===== src/rtl/voxel_histogram_density_assert.svh =====
// ----------------------------------------------------------------------------
// Assertion macros for the voxel histogram block.
// Each macro expands to one labeled concurrent assertion on clk and rst_n.
// ----------------------------------------------------------------------------
`ifndef VOXEL_HISTOGRAM_DENSITY_ASSERT_SVH
`define VOXEL_HISTOGRAM_DENSITY_ASSERT_SVH

// The consequent holds in the same cycle as the antecedent.
`define VHD_ASSERT_SAME(lbl, ante, cons, msg) \
  lbl: assert property (@(posedge clk) disable iff (!rst_n) (ante) |-> (cons)) \
    else $error(msg);

// The consequent holds in the cycle after the antecedent.
`define VHD_ASSERT_NEXT(lbl, ante, cons, msg) \
  lbl: assert property (@(posedge clk) disable iff (!rst_n) (ante) |=> (cons)) \
    else $error(msg);

`endif


===== src/rtl/vhd_pkg.sv =====
// ----------------------------------------------------------------------------
// vhd_pkg
// Shared types and constants of the voxel histogram block.
// ----------------------------------------------------------------------------
package vhd_pkg;

  localparam int CoordW  = 24;
  localparam int CountW  = 32;
  localparam int DensW   = 26;
  localparam int ProdW   = 48;
  localparam int NumW    = 58;
  localparam int QDepth  = 4;
  localparam int QPtrW   = 2;
  localparam int QCntW   = 3;

  localparam logic [CountW-1:0] COUNT_MAX = '1;
  localparam logic [DensW-1:0]  DENS_MAX  = '1;
  localparam logic [9:0]        SCALE_1000 = 10'd1000;

  typedef enum logic [1:0] {
    ACT_ADD   = 2'd0,
    ACT_QUERY = 2'd1,
    ACT_CLEAR = 2'd2,
    ACT_NONE  = 2'd3
  } act_t;

  typedef enum logic [1:0] {
    REG_MIN_X = 2'd0,
    REG_MIN_Y = 2'd1,
    REG_MIN_Z = 2'd2,
    REG_SCALE = 2'd3
  } reg_idx_t;

  typedef struct packed {
    logic             f_busy;
    logic [QCntW-1:0] q_count;
    logic             clearing;
  } vhd_status_t;

endpackage


===== src/rtl/vhd_front.sv =====
// ----------------------------------------------------------------------------
// vhd_front
// Scales the point offsets against the box, then classifies the point and
// forms its voxel address for the queue.
// ----------------------------------------------------------------------------
module vhd_front import vhd_pkg::*; #(
  parameter int BINS = 64,
  parameter int AW   = 18
) (
  input  logic                     clk,
  input  logic                     rst_n,
  input  logic                     accept,
  input  logic [1:0]               action,
  input  logic signed [CoordW-1:0] coord [3],
  input  logic signed [CoordW-1:0] box_min [3],
  input  logic [CoordW-1:0]        bin_scale,
  output logic                     f_valid,
  output logic [AW+2:0]            entry
);

  localparam int IW = $clog2(BINS);

  logic              f_v_r;
  logic [1:0]        act_r;
  logic [2:0]        neg_r;
  logic [ProdW-1:0]  prod_r [3];
  logic [CoordW:0]   off [3];
  logic [CoordW-1:0] bin [3];
  logic [IW-1:0]     idx [3];
  logic [2:0]        ok;
  logic              in_grid;
  logic [AW-1:0]     addr;

  always_comb begin
    for (int a = 0; a < 3; a++) begin
      off[a] = {coord[a][CoordW-1], coord[a]} - {box_min[a][CoordW-1], box_min[a]};
      bin[a] = prod_r[a][ProdW-1:CoordW];
      idx[a] = bin[a][IW-1:0];
      ok[a]  = !neg_r[a] && (bin[a] < CoordW'(BINS));
    end
  end

  assign in_grid = &ok;
  assign addr    = in_grid ? AW'((AW'(idx[0]) * AW'(BINS) + AW'(idx[1])) * AW'(BINS)
                             + AW'(idx[2])) : '0;
  assign f_valid = f_v_r;
  assign entry   = {act_r, in_grid, addr};

  always_ff @(posedge clk) begin
    if (!rst_n) begin
      f_v_r <= 1'b0;
    end else begin
      f_v_r <= accept;
    end
    if (accept) begin
      act_r <= action;
      for (int a = 0; a < 3; a++) begin
        neg_r[a]  <= off[a][CoordW];
        prod_r[a] <= off[a][CoordW-1:0] * bin_scale;
      end
    end
  end

endmodule


===== config.mk =====
export PLATFORM = sky130hd
export DESIGN_NAME = vhd_front
export DESIGN_NICKNAME = d
export VERILOG_FILES = /design/src/rtl/voxel_histogram_density_assert.svh /design/src/rtl/vhd_pkg.sv /design/src/rtl/vhd_front.sv
export SDC_FILE = /design/constraint.sdc
export NUM_CORES = 2
export LEC_CHECK = 0
export ABC_AREA = 1
export BUFFER_PORTS_ARGS = -buffer_cell sky130_fd_sc_hd__buf_4
export CAP_MARGIN = 20
export CORE_UTILIZATION = 55
export DETAILED_ROUTE_END_ITERATION = 10
export GPL_TIMING_DRIVEN = 0
export PLACE_DENSITY = 0.82
export SYNTH_ARGS = -nofsm -noshare
export SYNTH_HDL_FRONTEND = slang
export SYNTH_SLANG_ARGS = --single-unit

===== constraint.sdc =====
create_clock -name clk -period 21.4 [get_ports clk]
set_input_delay 4.28 -clock clk [delete_from_list [all_inputs] [get_ports clk]]
set_output_delay 4.28 -clock clk [all_outputs]
set_load 0.005 [all_outputs]

**Yosys cells after proc, flatten, opt, wreduce, memory -nomap -nowiden**

Memories as Yosys holds them, arrays and structs flattened.
Index checks and enable logic that the tools add are counted.

- Register bits: 6
- Memory bits (writable): 144
- Input bits: 173
- Output and inout port bits: 22
- Memories kept: 1

Memories:

| name | depth | width | rd ports | clocked after memory_dff | wr ports | line | text |
|---|---|---|---|---|---|---|---|
| prod_r | 3 | 48 | 3 | 0 | 3 | vhd_front.sv:26 | `logic [ProdW-1:0] prod_r [3];` |

- Add/subtract/negate cells: 5
- $mul: 3
- Order comparisons: 3
- Multiplexer cells: 3
- Reductions and logical operators: 7

Operator list:

| kind | number |
|---|---|
| $mul 24x24->48 | 3 |
| $sub 24x24->25 | 3 |
| $lt 24x7->1 const B | 3 |
| $add 18x6->18 | 1 |
| $mux 18 | 1 |
| $add 12x6->12 | 1 |
| $logic_and 1x1->1 | 3 |
| $logic_not 1->1 | 3 |
| $reduce_and 3->1 | 1 |
| $mux 1 | 2 |

**Depth between registers and ports, before layout**

- Depth after elaboration: 4
- Mapped depth: 40
- Depth with buffers taken out: 39

**Worst setup path after synthesis**

Ideal clock, no wire load.

- Path kind: input to register
- Start: input port coord[0] (netlist name)
- End: memory prod_r[2][42] (netlist: prod_r[0][138]), data pin
- Library setup time: 252 ps
- Arrival time: 11043 ps
- Required time: 21148 ps
- Setup slack: 10105 ps
- Stages: 32
- Buffers on the path: 1
- Cells stage by stage: inv_1 ha_1 fa_1 o21ai_2 a21boi_1 o21ai_1 nand2_1 nand2_1 or2_2 clkbuf_1 nand3_1 fa_1 fa_1 fa_1 inv_1 fa_1 fa_1 fa_1 inv_1 fa_1 inv_1 ha_1 nand2_1 nor2_1 inv_1 nor2_1 nand3_1 or2_2 nand2_1 nand2_1 nand3_1 nand2_1

RTL lines:

| what | line | text |
|---|---|---|
| from (decl) | vhd_front.sv:14 | `input logic signed [CoordW-1:0] coord [3],` |
| to (decl) | vhd_front.sv:26 |  |

==> impl_metrics.ini <==
[hold_path]
hold_path_class = in2reg
holdPathStages = 3
hold_ep = f_valid
holdCritStartpoint = rst_n

[worst_setup_path]
setup.worst_path.class = in2reg
critPathLaunchType = input port
cpPeakStageDelay_ps = 970
worst_ep_arrival_time_ps = 13270
crit_slowest_cell = nor4_1
crit_fanout = 10
timing.critical_path.mode_cell = fa_1
startpoint = coord[48]
cp_data_required_time_ps = 21620
critical_path.endpoint_type = flip-flop

[timing]
final-max-slew-violation-count = 0
unrepaired_setup_endpoints_after_global_routing = no
timing_hold_violations_final = 0
timing.slew.headroom = 0.0920
worst_slew_pin_slew_ps = 1360
min_period_over_period = 0.610
max_freq_mhz = 76.6
totalNegativeSetupSlack_ps = 0
finalSetupViolCount = 0
period_needed_ps = 13060

[cts]
cts_tree = yes
htree_num_levels = 3
clock_path_buffers = 2
post_cts.repair.setup_buffers = 0
cts-resized-gates = 0
postCtsHoldBufs = 0
clock-sinks = 78
clk_pin_slew_worst_paths_ps = 90
clock_root_buffer = clkbuf_16
num_cts_buffers = 9

[global_route]
antenna_found_initial = 25
grt_pass1_vias = 59600
grt_overflow_total = 0
grt_pass1_wl_um = 374000
grt_start_max_net_pins = 54
total_track_usage = 0.448

[route]
met3_length_um = 36300
route.detailed.drc = 0
maxUsedRoutingLayer = met5
drt-met1-wl_um = 87600
detail_route.first_pass.iterations = 8
routed-wl-met2_um = 109000
via_count = 58100
postRouteAntennaNets = 0
viasPerCell = 5.88
avgRoutedWirePerCell_um = 25.9
drt_iter0_markers = 6081
route.final.wire_length_um = 256000

[run]
drv.max_cap_violation_count = 0

[synthesis]
yosys_register_bits = 78
synth.avg_cell_area_um2 = 7.87
ys_seq_area_frac = 0.0367
synth.distinct_cells = 55
synth_nets = 10300
mappedNetlistArea_um2 = 63500
yosysWarnings = 0
syn-instance-count = 8070
synth-main-ff-cell = edfxtp_1
post_synthesis_async_set_or_reset_flop_share = 0
synth_enable_flop_cells = 77

[final_layout]
fillerInstances = 10400
syn_to_final_growth_pct = 7.40
drive_gt1_frac = 0.0545
layout.nets = 10500

[floorplan]
dieHeight_um = 342
die_w_um = 342
die-area_um2 = 117000
ioPinCount = 195
placement_rows = 124
design.core.area_um2 = 114000
starting_density_of_the_core = 0.555

[placed_design]
place_hpwl_um = 214000
port-buffer-count = 179
gp_routability_congestion = 1.07

[status]
status = complete, no violations
[area by class of cell]
| type | count | area [µm²] | share of cell area |
|---|---|---|---|
| Multi-Input combinational cell | 5646 | 52200 | 0.765 |
| Inverter | 2047 | 7680 | 0.113 |
| Timing Repair Buffer | 246 | 2380 | 0.0350 |
| Sequential cell | 78 | 2330 | 0.0342 |
| Tap cell | 1512 | 1890 | 0.0277 |
| Buffer | 299 | 1300 | 0.0190 |
| Clock buffer | 9 | 225 | 0.00330 |
| Clock inverter | 7 | 103 | 0.00150 |
| Antenna cell | 32 | 80.1 | 0.00117 |
[cells in the final DEF, fill, tap and decap left out, types with 6 or more instances in the layout]
cell	instances
xnor2_1	19
a21boi_0	7
o21a_1	13
clkbuf_1	206
or2_2	22
clkbuf_16	9
nor3_1	40
fa_1	1446
buf_2	55
o21bai_1	23
a31oi_1	15
diode_2	32
inv_2	20
o31ai_1	6
xor2_1	37
o21ai_1	12
buf_16	6
a21oi_1	239
xor2_2	11
inv_1	2014
nand3_1	387
buf_6	11
or2_1	9
nand2_2	22
edfxtp_1	77
nand4_1	34
nor4_1	21
a21oi_2	9
a211oi_1	6
o21ai_2	6
buf_4	196
ha_1	582
buf_8	53
a21o_1	28
o21ai_0	124
nand2_1	1078
nor2_1	1403
buf_1	12
clkinv_1	13
[cell families (layout without fill, tap and decap cells)]
family,count (synthesis),in the layout,share of synthesized area
AO/OA/AOI/OAI,506,506,0.0456
AND/OR/NAND/NOR,3040,3040,0.194
flip-flops,78,78,0.0367
buffers and inverters,2346,2608,0.141
adder cells (fa/ha/maj),2028,2028,0.571
other,0,32,0
XOR/XNOR,72,72,0.0117
[layer usage]
| layer | GRT usage | vias to the layer above |
|---|---|---|
| li1 | - | 24300 |
| met1 | 0.521 | 28500 |
| met2 | 0.670 | 4144 |
| met3 | 0.180 | 1091 |
| met4 | 0.327 | 26 |
| met5 | 0.0127 | - |
[how the worst max path moves through the flow]
stage	end	slack [ps]	depth (start not counted)
2_1_floorplan	prod_r[0][138]	10110	32
3_3_place_gp	prod_r[0][43]	8230	31
3_5_place_dp	prod_r[0][44]	8310	30
4_1_cts	prod_r[0][131]	8780	31
5_1_grt	prod_r[0][44]	8020	30
6_report	prod_r[0][44]	8340	30
[flip-flops by register name (all words and copies together) (netlist names)]
signal,flops
f_valid,1
neg_r,3
prod_r,72
act_r,2
[synth_stat cells, drive strengths merged (3+ instances only)]
cell type,instances,share of area
nand4,36,0.0037
nand2,1101,0.066
clkbuf,211,0.012
a211oi,6,0.00071
o21a,13,0.0015
a21boi,14,0.0019
edfxtp,77,0.036
nor3,44,0.0038
nand3b,7,0.00095
nor2,1404,0.083
ha,582,0.11
o21bai,23,0.0027
xnor2,24,0.0038
o211ai,5,0.00059
a21oi,249,0.020
inv,2034,0.12
xor2,48,0.0079
and2,3,0.00030
nor4,21,0.0021
a21o,28,0.0033
clkinv,13,0.00077
and3,3,0.00030
a31oi,15,0.0015
o21ai,143,0.012
fa,1446,0.46
buf,88,0.0078
nand3,387,0.031
or2,31,0.0031
o31ai,6,0.00071
[critical path, delay by kind of cell]
kind            cells  cell delay (ps)
fa+ha+maj          10             4580
simple gates        9             2760
buf+inv             8              870
compound gates      3              790
[per-stage QoR]
| step | setup WS (ps) | hold slack (ps) | std cells | util | instance area [µm²] |
|---|---|---|---|---|---|
| 2_1_floorplan | 10110 | 4370 | 8070 | - | 63500 |
| 3_3_place_gp | 8230 | 4460 | 9761 | 0.584 | 66700 |
| 3_5_place_dp | 8310 | 4460 | 9810 | 0.591 | 67500 |
| 4_1_cts | 8780 | 3980 | 9826 | 0.593 | 67900 |
| 5_1_grt | 8020 | 3990 | 9845 | 0.596 | 68100 |
| 6_report | 8340 | 3990 | 9876 | 0.596 | 68200 |
Power is not shown: default switching activity piles up to over one toggle a cycle in this logic, so the estimate is an artifact.
