--- config.mk ---
export PLATFORM = sky130hd
export DESIGN_NAME = vhd_queue
export DESIGN_NICKNAME = d
export VERILOG_FILES = /design/src/rtl/voxel_histogram_density_assert.svh /design/src/rtl/vhd_pkg.sv /design/src/rtl/vhd_queue.sv
export SDC_FILE = /design/constraint.sdc
export NUM_CORES = 1
export LEC_CHECK = 0
export CORE_AREA = 2 2 82 84
export DETAILED_ROUTE_END_ITERATION = 12
export DIE_AREA = 0 0 84 86
export DONT_BUFFER_PORTS = 1
export PLACE_DENSITY_LB_ADDON = 0.12
export SLEW_MARGIN = 30
export SYNTH_ARGS = -nofsm -noshare
export SYNTH_HDL_FRONTEND = slang
export SYNTH_SLANG_ARGS = --single-unit
export TNS_END_PERCENT = 100
--- constraint.sdc ---
create_clock -name clk -period 1.8 [get_ports clk]
set_clock_uncertainty 0.15 [all_clocks]
set_input_delay 0.18 -clock clk [delete_from_list [all_inputs] [get_ports clk]]
set_output_delay 0.18 -clock clk [all_outputs]
set_load 0.01 [all_outputs]
--- src/rtl/voxel_histogram_density_assert.svh ---
// ----------------------------------------------------------------------------
// Assertion macros for the voxel histogram block.
// Each macro expands to one labeled concurrent assertion on clk and rst_n.
// ----------------------------------------------------------------------------
`ifndef VOXEL_HISTOGRAM_DENSITY_ASSERT_SVH
`define VOXEL_HISTOGRAM_DENSITY_ASSERT_SVH

// The consequent holds in the same cycle as the antecedent.
`define VHD_ASSERT_SAME(lbl, ante, cons, msg) \
  lbl: assert property (@(posedge clk) disable iff (!rst_n) (ante) |-> (cons)) \
    else $error(msg);

// The consequent holds in the cycle after the antecedent.
`define VHD_ASSERT_NEXT(lbl, ante, cons, msg) \
  lbl: assert property (@(posedge clk) disable iff (!rst_n) (ante) |=> (cons)) \
    else $error(msg);

`endif

--- src/rtl/vhd_pkg.sv ---
// ----------------------------------------------------------------------------
// vhd_pkg
// Shared types and constants of the voxel histogram block.
// ----------------------------------------------------------------------------
package vhd_pkg;

  localparam int CoordW  = 24;
  localparam int CountW  = 32;
  localparam int DensW   = 26;
  localparam int ProdW   = 48;
  localparam int NumW    = 58;
  localparam int QDepth  = 4;
  localparam int QPtrW   = 2;
  localparam int QCntW   = 3;

  localparam logic [CountW-1:0] COUNT_MAX = '1;
  localparam logic [DensW-1:0]  DENS_MAX  = '1;
  localparam logic [9:0]        SCALE_1000 = 10'd1000;

  typedef enum logic [1:0] {
    ACT_ADD   = 2'd0,
    ACT_QUERY = 2'd1,
    ACT_CLEAR = 2'd2,
    ACT_NONE  = 2'd3
  } act_t;

  typedef enum logic [1:0] {
    REG_MIN_X = 2'd0,
    REG_MIN_Y = 2'd1,
    REG_MIN_Z = 2'd2,
    REG_SCALE = 2'd3
  } reg_idx_t;

  typedef struct packed {
    logic             f_busy;
    logic [QCntW-1:0] q_count;
    logic             clearing;
  } vhd_status_t;

endpackage

--- src/rtl/vhd_queue.sv ---
// ----------------------------------------------------------------------------
// vhd_queue
// Short FIFO of classified beats between the front and the back.
// ----------------------------------------------------------------------------
module vhd_queue import vhd_pkg::*; #(
  parameter int WIDTH = 21
) (
  input  logic             clk,
  input  logic             rst_n,
  input  logic             push,
  input  logic [WIDTH-1:0] push_data,
  input  logic             pop,
  output logic [WIDTH-1:0] head,
  output logic             empty,
  output logic [QCntW-1:0] count
);

  logic [WIDTH-1:0] slot_r [QDepth];
  logic [QPtrW-1:0] wr_r;
  logic [QPtrW-1:0] rd_r;
  logic [QCntW-1:0] cnt_r;

  assign head  = slot_r[rd_r];
  assign empty = (cnt_r == '0);
  assign count = cnt_r;

  always_ff @(posedge clk) begin
    if (!rst_n) begin
      wr_r  <= '0;
      rd_r  <= '0;
      cnt_r <= '0;
    end else begin
      if (push) begin
        wr_r <= wr_r + 1'b1;
      end
      if (pop) begin
        rd_r <= rd_r + 1'b1;
      end
      cnt_r <= cnt_r + QCntW'(push) - QCntW'(pop);
    end
    if (push) begin
      slot_r[wr_r] <= push_data;
    end
  end

endmodule

## Word level (Yosys, flattened, before mapping)

Memory sizes are Yosys's and may differ from the RTL's. A register that Yosys moved wholly into a read port is not among the register bits.
Index checks and enable logic that the tools add are counted.

| storage, ports and cells | value |
|---|---|
| register bits | 7 |
| bits in latches | 0 |
| RAM bits | 84 |
| ROM bits | 0 |
| output and inout bits | 25 |
| word-level logic and storage cells | 13 |
| memories | 1 |

Memories:

| name | words | width | rd ports | clocked after memory_dff | write ports | line | RTL |
|---|---|---|---|---|---|---|---|
| slot_r | 4 | 21 | 1 | 1 | 1 | vhd_queue.sv:18 | `logic [WIDTH-1:0] slot_r [QDepth];` |

| operators by class | value |
|---|---|
| add/subtract/negate cells | 4 |
| multiply operators | 0 |
| divide/modulo/power cells | 0 |
| magnitude comparators | 0 |
| equal/unequal tests | 0 |
| shift operators | 0 |
| muxes and demuxes | 4 |
| bitwise gates (word level) | 0 |
| reductions and logical operators | 1 |

Operators by type and width:

| operator | number |
|---|---|
| adder 2 x 1 -> 2 bit, second input constant | 2 |
| two-way mux 2 bit | 2 |
| adder 3 x 1 -> 3 bit | 1 |
| logical NOT 3 bit | 1 |
| subtractor 3 x 1 -> 3 bit | 1 |
| two-way mux 1 bit | 2 |

## Depth between registers and ports, before layout

Gate-level depths: netlist of the first run.

| logic depth | value |
|---|---|
| word-level depth | 3 |
| mapped depth | 7 |
| depth with buffers taken out | 7 |

## Worst setup path after synthesis of the first run

Ideal clock, no wire load.

| timing path | value |
|---|---|
| path type | reg-to-reg |
| from | reg cnt_r[0], in the netlist count[0] |
| to | reg cnt_r[2], in the netlist count[2] |
| arrival | 1.682 ns |
| required time | 1.586 ns |
| slack | -0.096 ns |
| cell stages (with the launch flop) | 8 |
| buffers on the path | 0 |
| period minus slack after synthesis | 1.896 ns |
| cells stage by stage | dfxtp_1 > inv_1 > ha_1 > inv_1 > ha_1 > fa_1 > xor3_1 > nor2_1 |

| on the way | value |
|---|---|
| longest elaborated chain between the ends | 2 |

Ends and longest elaborated chain:

| what | line | RTL |
|---|---|---|
| start: declaration | vhd_queue.sv:21 | `logic [QCntW-1:0] cnt_r;` |
| start signal: assignment | vhd_queue.sv:39 | `cnt_r <= cnt_r + QCntW'(push) - QCntW'(pop);` |
| adder 3 x 1 -> 3 bit | vhd_queue.sv:39 |  |
| subtractor 3 x 1 -> 3 bit | vhd_queue.sv:39 |  |

No other way between the ends.
A chain may end at the register's enable or synchronous reset.

==> results of run 1 <==
-- registers in the layout (all words and copies together), names as in the netlist, named ones only --
name    cells
count       3
rd_r        2
slot_r     84
wr_r        2
-- how the worst max path moves through the flow --
stage	startpoint	to	cells after the start
floorplan	count[0]	count[1]	6
global placement	count[0]	count[1]	6
detailed placement	count[0]	count[1]	6
CTS	flip-flop	head[2]	2
global route	flip-flop	head[3]	2
finish	flip-flop	head[14]	2
-- cell families (layout without fill, tap and decap cells) --
family	after synthesis	count (layout)	share of synthesized area, %
DFF	93	93	77.92
muxes	22	22	14.03
and+or+nand+nor	13	13	1.984
buffers and inverters	11	57	1.696
adders and majority gates	7	7	2.742
xor gates and xnor gates	3	3	1.190
AOI/OAI and AO/OA	2	2	0.4328
-- placed cells by master (no fill, tap or decap) --
master / instances
buf_4: 6
buf_12: 4
dlygate4sd3_1: 24
xnor2_1: 2
clkinv_4: 3
xor3_1: 1
clkinv_1: 1
nand3b_1: 1
clkinv_2: 1
inv_6: 1
and2_1: 6
nor3_1: 1
dfxtp_4: 2
bufinv_16: 1
mux4_2: 21
fa_2: 1
inv_1: 7
ha_1: 5
mux2i_1: 1
ha_2: 1
a21bo_2: 1
dfxtp_1: 7
edfxtp_1: 84
clkbuf_8: 9
nor2_1: 5
a21oi_1: 1
-- cell usage after synthesis, drive strengths merged --
master	n
and2	6
buf	4
inv	7
dfxtp	9
xor3	1
edfxtp	84
xnor2	2
ha	6
a21oi	1
fa	1
a21bo	1
nor2	5
mux2i	1
nand3b	1
mux4	21
nor3	1
-- layout make-up --
type | instances | area (um^2) | area share, %
clock buffer | 9 | 123.9 | 3.018
multi-input combinational | 47 | 708.2 | 17.26
inverter | 7 | 26.28 | 0.6402
clock inverter | 7 | 73.82 | 1.799
sequential | 93 | 2710 | 66.04
tap | 77 | 96.34 | 2.348
timing repair buffer | 34 | 365.4 | 8.902
-- per-stage QoR --
| stage | cell area (um^2) | TNS [ns] | util, % | hold WS [ns] | std cells |
|---|---|---|---|---|---|
| detailed placement | 3665 | 0 | 58.38 | 0.1290 | 234 |
| floorplan | 3475 | 0 | - | 0.1289 | 151 |
| CTS | 4101 | -0.02362 | 65.34 | 0.08397 | 274 |
| finish | 4104 | 0 | 65.38 | 0.1003 | 274 |
| global route | 4104 | -0.3187 | 65.38 | 0.09548 | 274 |
| global placement | 3665 | 0 | 58.38 | 0.1290 | 234 |
-- worst max-delay path: stages (launching register included) --
cell	delay [ns]
dfxtp_4	0.38
buf_12	0.16
mux4_2	0.57
-- routing by layer --
metal,wire length (um),up-vias
li1,-,691
met1,2123,757
met2,2763,39
met3,254,5
met4,42,0
met5,0,-
-- power groups by stage --
stage | logic, mW | registers (mW) | clock network [mW]
detailed placement | 0.438 | 2.59 | 0
global placement | 0.426 | 2.58 | 0
floorplan | 0.335 | 2.57 | 0
finish | 0.487 | 2.54 | 1.32
CTS | 0.502 | 2.54 | 1.36
global route | 0.543 | 2.55 | 1.45
-- repair_timing --
item | 4_1_cts | 5_1_grt
endpoints found under the setup margin | 13 | 14
gates resized for setup | 2 | 1
hold buffers | 24 | 0
pin swaps | 0 | 1
hold endpoints to repair | 93 | 0
==> impl_metrics.yaml, run 1 <==
logic_synthesis:
  syn_inst: 151
  ys_types: 18
  ys_warn_count: 0
  synth_nets: 183
  synth-seq-cells: 93
  avgSynthCellArea_um2: 22.97
  netlist.top_cell.by_area: "edfxtp_1"
  netlist_area_um2: 3468
  synth_area_leaders: "edfxtp_1 73%, mux4_2 13%, dfxtp_1 5.2%"
  synth_top_area_share_pct: 72.73
  yosysSeqAreaShare_pct: 77.92
clock_network:
  clock_path_buffers: 2
  clock_latency_ns: 0.33
  clkTransAtPathRegs_ns: 0.09
  cts_setup_buffers: 0
  cts_tree: "built"
  clock-root-buffer: "clkbuf_8"
  cts_made_buffers: 9
  htree_levels: 3
  cts_num_sinks: 93
pwr:
  ir_drop_uv: 723.3
  p_int_mw: 3.376
  seq_power_share_pct: 58.4
  p_leak_nw: 1.362
  power_frac_comb_pct: 11.2
  power.density_nw_per_um2: 1057
  clkPwrFrac_pct: 30.3
  p_total_mw: 4.339
  p_sw_share_pct: 22.18
  p_switching_uw: 962.2
grt:
  antenna_found_initial: 0
  grtUsageMet3_pct: 4.716
  grtUsageTotal_pct: 16.33
  globalRouteMet1Util_pct: 20.58
  first_global_vias: 1639
  grt_max_degree: 17
  grt_pass1_wl_um: 8590
  met2_usage_pct: 27.35
  grt-ovfl-total: 0
  busiest_layer: "met2"
setup_path:
  setup.worst_path.start_class: "flip-flop"
  criticalPathCategory: "flip-flop to primary output"
  required_ns: 1.47
  rrSetupSlack_ns: 0.08
  cp-end-kind: "primary output"
  worstPathMaxFanout: 12
  reg2reg_to: "count[1]"
  r2r-start: "count[0]"
  cp_data_arrival_time_ns: 1.44
  rr_worst_depth: 6
hold_path:
  hold_start: "push"
  hold_path.class: "input pin to flip-flop"
  holdPathEnd: "slot_r[3][16]"
  holdPathStages: 2
place:
  gp_congestion: 0.6411
  io_buffers: 0
  dp_hpwl_um: 3376
  pre_cts_ws_ns: 0.04795
layout:
  area_growth_pct: 18.33
  drive_above_1_share_pct: 25.89
  diodes: 0
  fillCellCount: 445
  fin_nets: 224
timing:
  drv_slew: 0
  tightest_slew_ns: 0.4202
  timing.final.crit_share_pct: 98.30
  hold_viol: 0
  setup_viol: 0
  rsz0062_at_grt: "yes"
  slew_headroom_pct: 71.99
  period_needed_ns: 1.769
  timing.final.ws_setup_ns: 0.03063
  max_freq_ghz: 0.5652
floorplan:
  dieArea_um2: 7224
  core_area_um2: 6277
  io_pins: 50
  initial_core_util_pct: 55.25
  fp.dieH_um: 86
  die_x_um: 84
  rows: 29
routing:
  vias: 1492
  route.detailed.drc: 0
  ant_nets: 0
  viasPerCell: 5.445
  dr.pass1.iters: 5
  wl_per_cell_um: 18.92
  drtIter0Drc: 78
  routed_wl_um: 5184
status:
  status: "finished, final reports clean"
flow_run:
  maxCapViolCount: 0
(Power assumes the default switching activity.)
==> inputs of run 2 (changes only) <==
- PLACE_DENSITY: not set -> 0.71
- PLACE_DENSITY_LB_ADDON: 0.12 -> not set
==> run 2 against run 1 <==
  * Highest routed layer unchanged
  * Sequential share of layout area is 0.77 points higher
  * Cell count is 0.73% lower
  * First-iteration DRC count is 3.8% lower
  * Cell area is 1.2% lower
  * Register-to-register slack hardly changed
  * Via count hardly changed
  * Sequential cell count stayed put
==> impl_metrics.yaml, run 2 (synthesis gave the netlist of run 1 again) <==
status:
  status: "finished, final reports clean"
hold_path:
  hold_start: "push"
  holdPathStages: 2
  holdPathEnd: "slot_r[2][18]"
  hold_path.class: "input pin to flip-flop"
place:
  dp_hpwl_um: 3356
  pre_cts_ws_ns: 0.05259
  placed_area_um2: 3637
  gp_congestion: 0.6598
  io_buffers: 0
setup_path:
  reg2reg_to: "count[2]"
  setup.worst_path.start_class: "flip-flop"
  r2r-start: "count[0]"
  cpPeakStageDelay_ns: 0.56
  cp_data_arrival_time_ns: 1.44
  critPathSlowestCell: "mux4_2"
  cp-end-kind: "primary output"
  worstPathMaxFanout: 11
  crit_path_cell_trace: "buf_12, mux4_2"
  rrSetupSlack_ns: 0.08
  path_buf_inv: 1
  rr_worst_depth: 7
  criticalPathCategory: "flip-flop to primary output"
  crit_family: "multiplexers"
  required_ns: 1.47
clock_network:
  cts_made_buffers: 9
  cts_num_sinks: 93
  clock-root-buffer: "clkbuf_8"
  htree_levels: 3
  clkTransAtPathRegs_ns: 0.08
  cts_tree: "built"
  clock_path_buffers: 2
  clock_latency_ns: 0.34
pwr:
  p_switching_uw: 912.6
  p_int_mw: 3.270
  seq_power_share_pct: 60.7
  clkPwrFrac_pct: 27.5
  p_leak_nw: 1.335
  power_frac_comb_pct: 11.7
  power.density_nw_per_um2: 1031
  ir_drop_uv: 680.5
  p_sw_share_pct: 21.82
grt:
  grt_pass1_wl_um: 8583
  grt_max_degree: 22
  grtUsageTotal_pct: 16.58
  grt-ovfl-total: 0
  first_global_vias: 1705
  antenna_found_initial: 0
timing:
  max_freq_ghz: 0.5653
  hold_slack_ns: 0.1191
  rsz0062_at_grt: "yes"
  period_needed_ns: 1.769
  timing.final.crit_share_pct: 98.27
  timing.final.ws_setup_ns: 0.03107
  setup_viol: 0
  drv_slew: 0
  tightest_slew_ns: 0.3407
  hold_viol: 0
  slew_headroom_pct: 77.11
layout:
  diodes: 0
  final_cell_mix: "84 x edfxtp_1, 24 x dlygate4sd3_1, 21 x mux4_2"
  area_growth_pct: 16.96
  drive_above_1_share_pct: 24.10
  largest_reg_flops: 84
  top_register: "slot_r"
  final_util_pct: 64.62
  fin_nets: 222
  design_area_um2: 4056
  layout_commonest_cell: "edfxtp_1"
floorplan:
  rows: 29
  initial_core_util_pct: 55.25
  fp.dieH_um: 86
  core_area_um2: 6277
  dieArea_um2: 7224
  die_x_um: 84
  io_pins: 50
flow_run:
  maxCapViolCount: 0
routing:
  wl_per_cell_um: 19.85
  drtIter0Drc: 75
  vias: 1493
  dr.pass1.iters: 6
  ant_nets: 0
  route.detailed.drc: 0
  viasPerCell: 5.489
  routed_wl_um: 5398
==> run 2: timing repair <==
action,in CTS,in global routing
endpoints found under the hold margin,93,0
pin swaps,0,2
resized for setup,5,2
hold buffers,24,0
buffers inserted,0,0
endpoints found under the setup margin,11,16
==> run 2: cell type report <==
cell class                 count  area [um^2]
clock buffer                  14        152.6
clock inverter                 2        10.01
fill                         413         2221
inverter                       7        26.28
multi-input combinational     47        710.7
sequential                    93         2710
tap                           77        96.34
timing repair buffer          32        350.3
==> run 2: how the worst max path moves through the flow <==
stage,from,endpoint,slack (ns),cells after the start
global route,flip-flop,head[20],-0.03,2
floorplan,count[0],count[1],0.11,6
finish,flip-flop,head[4],0.03,2
CTS,flip-flop,head[20],-0.003,2
global placement,count[0],count[1],0.08,6
detailed placement,count[0],count[2],0.05,7
==> run 2: power groups by stage <==
stage | sequential [mW] | clock (mW) | combinational (mW)
floorplan | 2.57 | 0 | 0.335
global placement | 2.58 | 0 | 0.407
detailed placement | 2.59 | 0 | 0.427
CTS | 2.54 | 1.19 | 0.496
global route | 2.55 | 1.27 | 0.537
finish | 2.54 | 1.15 | 0.491
==> run 2: through the flow <==
step / cells / total power, mW / TNS, ns
after floorplan: 151 / 2.907 / 0
after global placement: 232 / 2.985 / 0
after detailed placement: 232 / 3.015 / 0
after CTS: 272 / 4.227 / -0.003411
after global routing: 272 / 4.361 / -0.1437
final: 272 / 4.182 / 0
==> run 2: routing by layer <==
metal,GRT usage (%),vias up,wire (um)
met1,18.72,766,2078
met2,29.16,35,3003
met3,4.620,7,259
met4,8.358,0,57
li1,-,685,-
met5,0,-,0
==> inputs of run 3 (changes only) <==
- MAX_ROUTING_LAYER: not set -> met4
==> run 3 against run 2 <==
  * Hold slack gained 0.0033 ns
  * Sequential cell count is the same
  * First-iteration DRC count is 2.7% higher
==> impl_metrics.yaml, run 3 (synthesis gave the netlist of run 1 again) <==
status:
  status: "finished, final reports clean"
layout:
  largest_reg_flops: 84
  fin_nets: 222
  area_growth_pct: 16.96
  drive_above_1_share_pct: 24.10
  diodes: 0
  final_cell_mix: "84 x edfxtp_1, 24 x dlygate4sd3_1, 21 x mux4_2"
  regArea_um2: 2710
  multi_input_area_um2: 710.7
  fillCellCount: 413
  layout_commonest_cell: "edfxtp_1"
  top_register: "slot_r"
  design_area_um2: 4056
pwr:
  p_sw_share_pct: 21.79
  clkPwrFrac_pct: 27.5
  p_switching_uw: 910.8
  power_frac_comb_pct: 11.8
  seq_power_share_pct: 60.8
  ir_drop_uv: 679.9
  p_total_mw: 4.181
  power.density_nw_per_um2: 1031
  p_int_mw: 3.270
  p_leak_nw: 1.335
floorplan:
  dieArea_um2: 7224
  initial_core_util_pct: 55.25
  fp.dieH_um: 86
  die_x_um: 84
  core_area_um2: 6277
  rows: 29
  io_pins: 50
timing:
  timing.final.ws_setup_ns: 0.03273
  period_needed_ns: 1.767
  hold_viol: 0
  hold_slack_ns: 0.1225
  slew_headroom_pct: 77.11
  drv_slew: 0
  tightest_slew_ns: 0.3407
  setup_viol: 0
  max_freq_ghz: 0.5658
  rsz0062_at_grt: "yes"
  timing.final.crit_share_pct: 98.18
  timing.setup.tns_ns: 0
routing:
  vias: 1497
  ant_nets: 0
  viasPerCell: 5.504
  dr.pass1.iters: 4
  routed_wl_um: 5370
  route.detailed.drc: 0
  drtIter0Drc: 77
  wl_per_cell_um: 19.74
setup_path:
  cp_data_arrival_time_ns: 1.44
  required_ns: 1.47
  criticalPathCategory: "flip-flop to primary output"
  cp-end-kind: "primary output"
  setup.worst_path.start_class: "flip-flop"
  worstPathMaxFanout: 11
  r2r-start: "count[0]"
grt:
  grt-ovfl-total: 0
  grt_pass1_wl_um: 8590
  first_global_vias: 1703
  grt_max_degree: 22
  grtUsageTotal_pct: 17.10
  antenna_found_initial: 0
hold_path:
  hold_path.class: "input pin to flip-flop"
  hold_start: "push"
place:
  pre_cts_ws_ns: 0.05259
  placed_area_um2: 3637
  dp_hpwl_um: 3356
  gp_congestion: 0.6659
  io_buffers: 0
clock_network:
  cts_tree: "built"
  htree_levels: 3
  clkTransAtPathRegs_ns: 0.08
  cts_setup_buffers: 0
  clock_latency_ns: 0.34
  clock-root-buffer: "clkbuf_8"
  cts_num_sinks: 93
  clock_path_buffers: 2
  cts_made_buffers: 9
flow_run:
  maxCapViolCount: 0
==> run 3: cell counts in the layout (fill, tap and decap cells not counted) <==
No cell type changed its count.
==> run 3: cell type report <==
| type | count | share of cell area (%) |
|---|---|---|
| flip-flops and latches | 93 | 66.81 |
| multi-input cells | 47 | 17.52 |
| repair buffers | 32 | 8.637 |
| clock buffers | 14 | 3.763 |
| well taps | 77 | 2.375 |
| inverters | 7 | 0.6477 |
| clock inverters | 2 | 0.2468 |
==> run 3: per-stage QoR <==
step / util, % / cells
2_1_floorplan: - / 151
3_3_place_gp: 57.94 / 232
3_5_place_dp: 57.94 / 232
4_1_cts: 64.54 / 272
5_1_grt: 64.62 / 272
6_report: 64.62 / 272
==> run 3: what timing repair did <==
| item | in CTS | in global routing |
|---|---|---|
| hold buffers | 24 | 0 |
| setup endpoints to repair | 11 | 21 |
| pin swaps | 0 | 2 |
| resized for setup | 5 | 2 |
| gates cloned | 0 | 0 |
| endpoints found under the hold margin | 93 | 0 |
==> run 3: layer usage <==
layer / routed length [um] / vias up / global-route usage, %
met5: 0 / - / -
met4: 63 / 0 / 7.038
met3: 245 / 7 / 5.486
met2: 2978 / 34 / 29.16
met1: 2083 / 773 / 18.72
li1: - / 683 / -
==> run 3: worst paths after layout <==
| check | endpoint | slack, ns | cells past startpoint |
|---|---|---|---|
| worst max-delay path | head[4] | 0.03 | 2 |
| worst min-delay path | slot_r[2][18] | 0.12 | 2 |
| worst max register to register | count[2] | 0.08 | 7 |
| worst min register to register | rd_r[1] | 0.39 | 2 |
==> run 3: power groups by stage <==
| stage | Clock [mW] | Combinational [mW] | Sequential (mW) |
|---|---|---|---|
| after floorplan | 0 | 0.335 | 2.57 |
| after global placement | 0 | 0.407 | 2.58 |
| after detailed placement | 0 | 0.427 | 2.59 |
| after CTS | 1.19 | 0.496 | 2.54 |
| after global routing | 1.28 | 0.537 | 2.55 |
| final | 1.15 | 0.491 | 2.54 |
==> run 3: critical path, cell delays in order (launching register included) <==
cell and delay [ns]:
dfxtp_4 0.38, buf_12 0.15, mux4_2 0.56
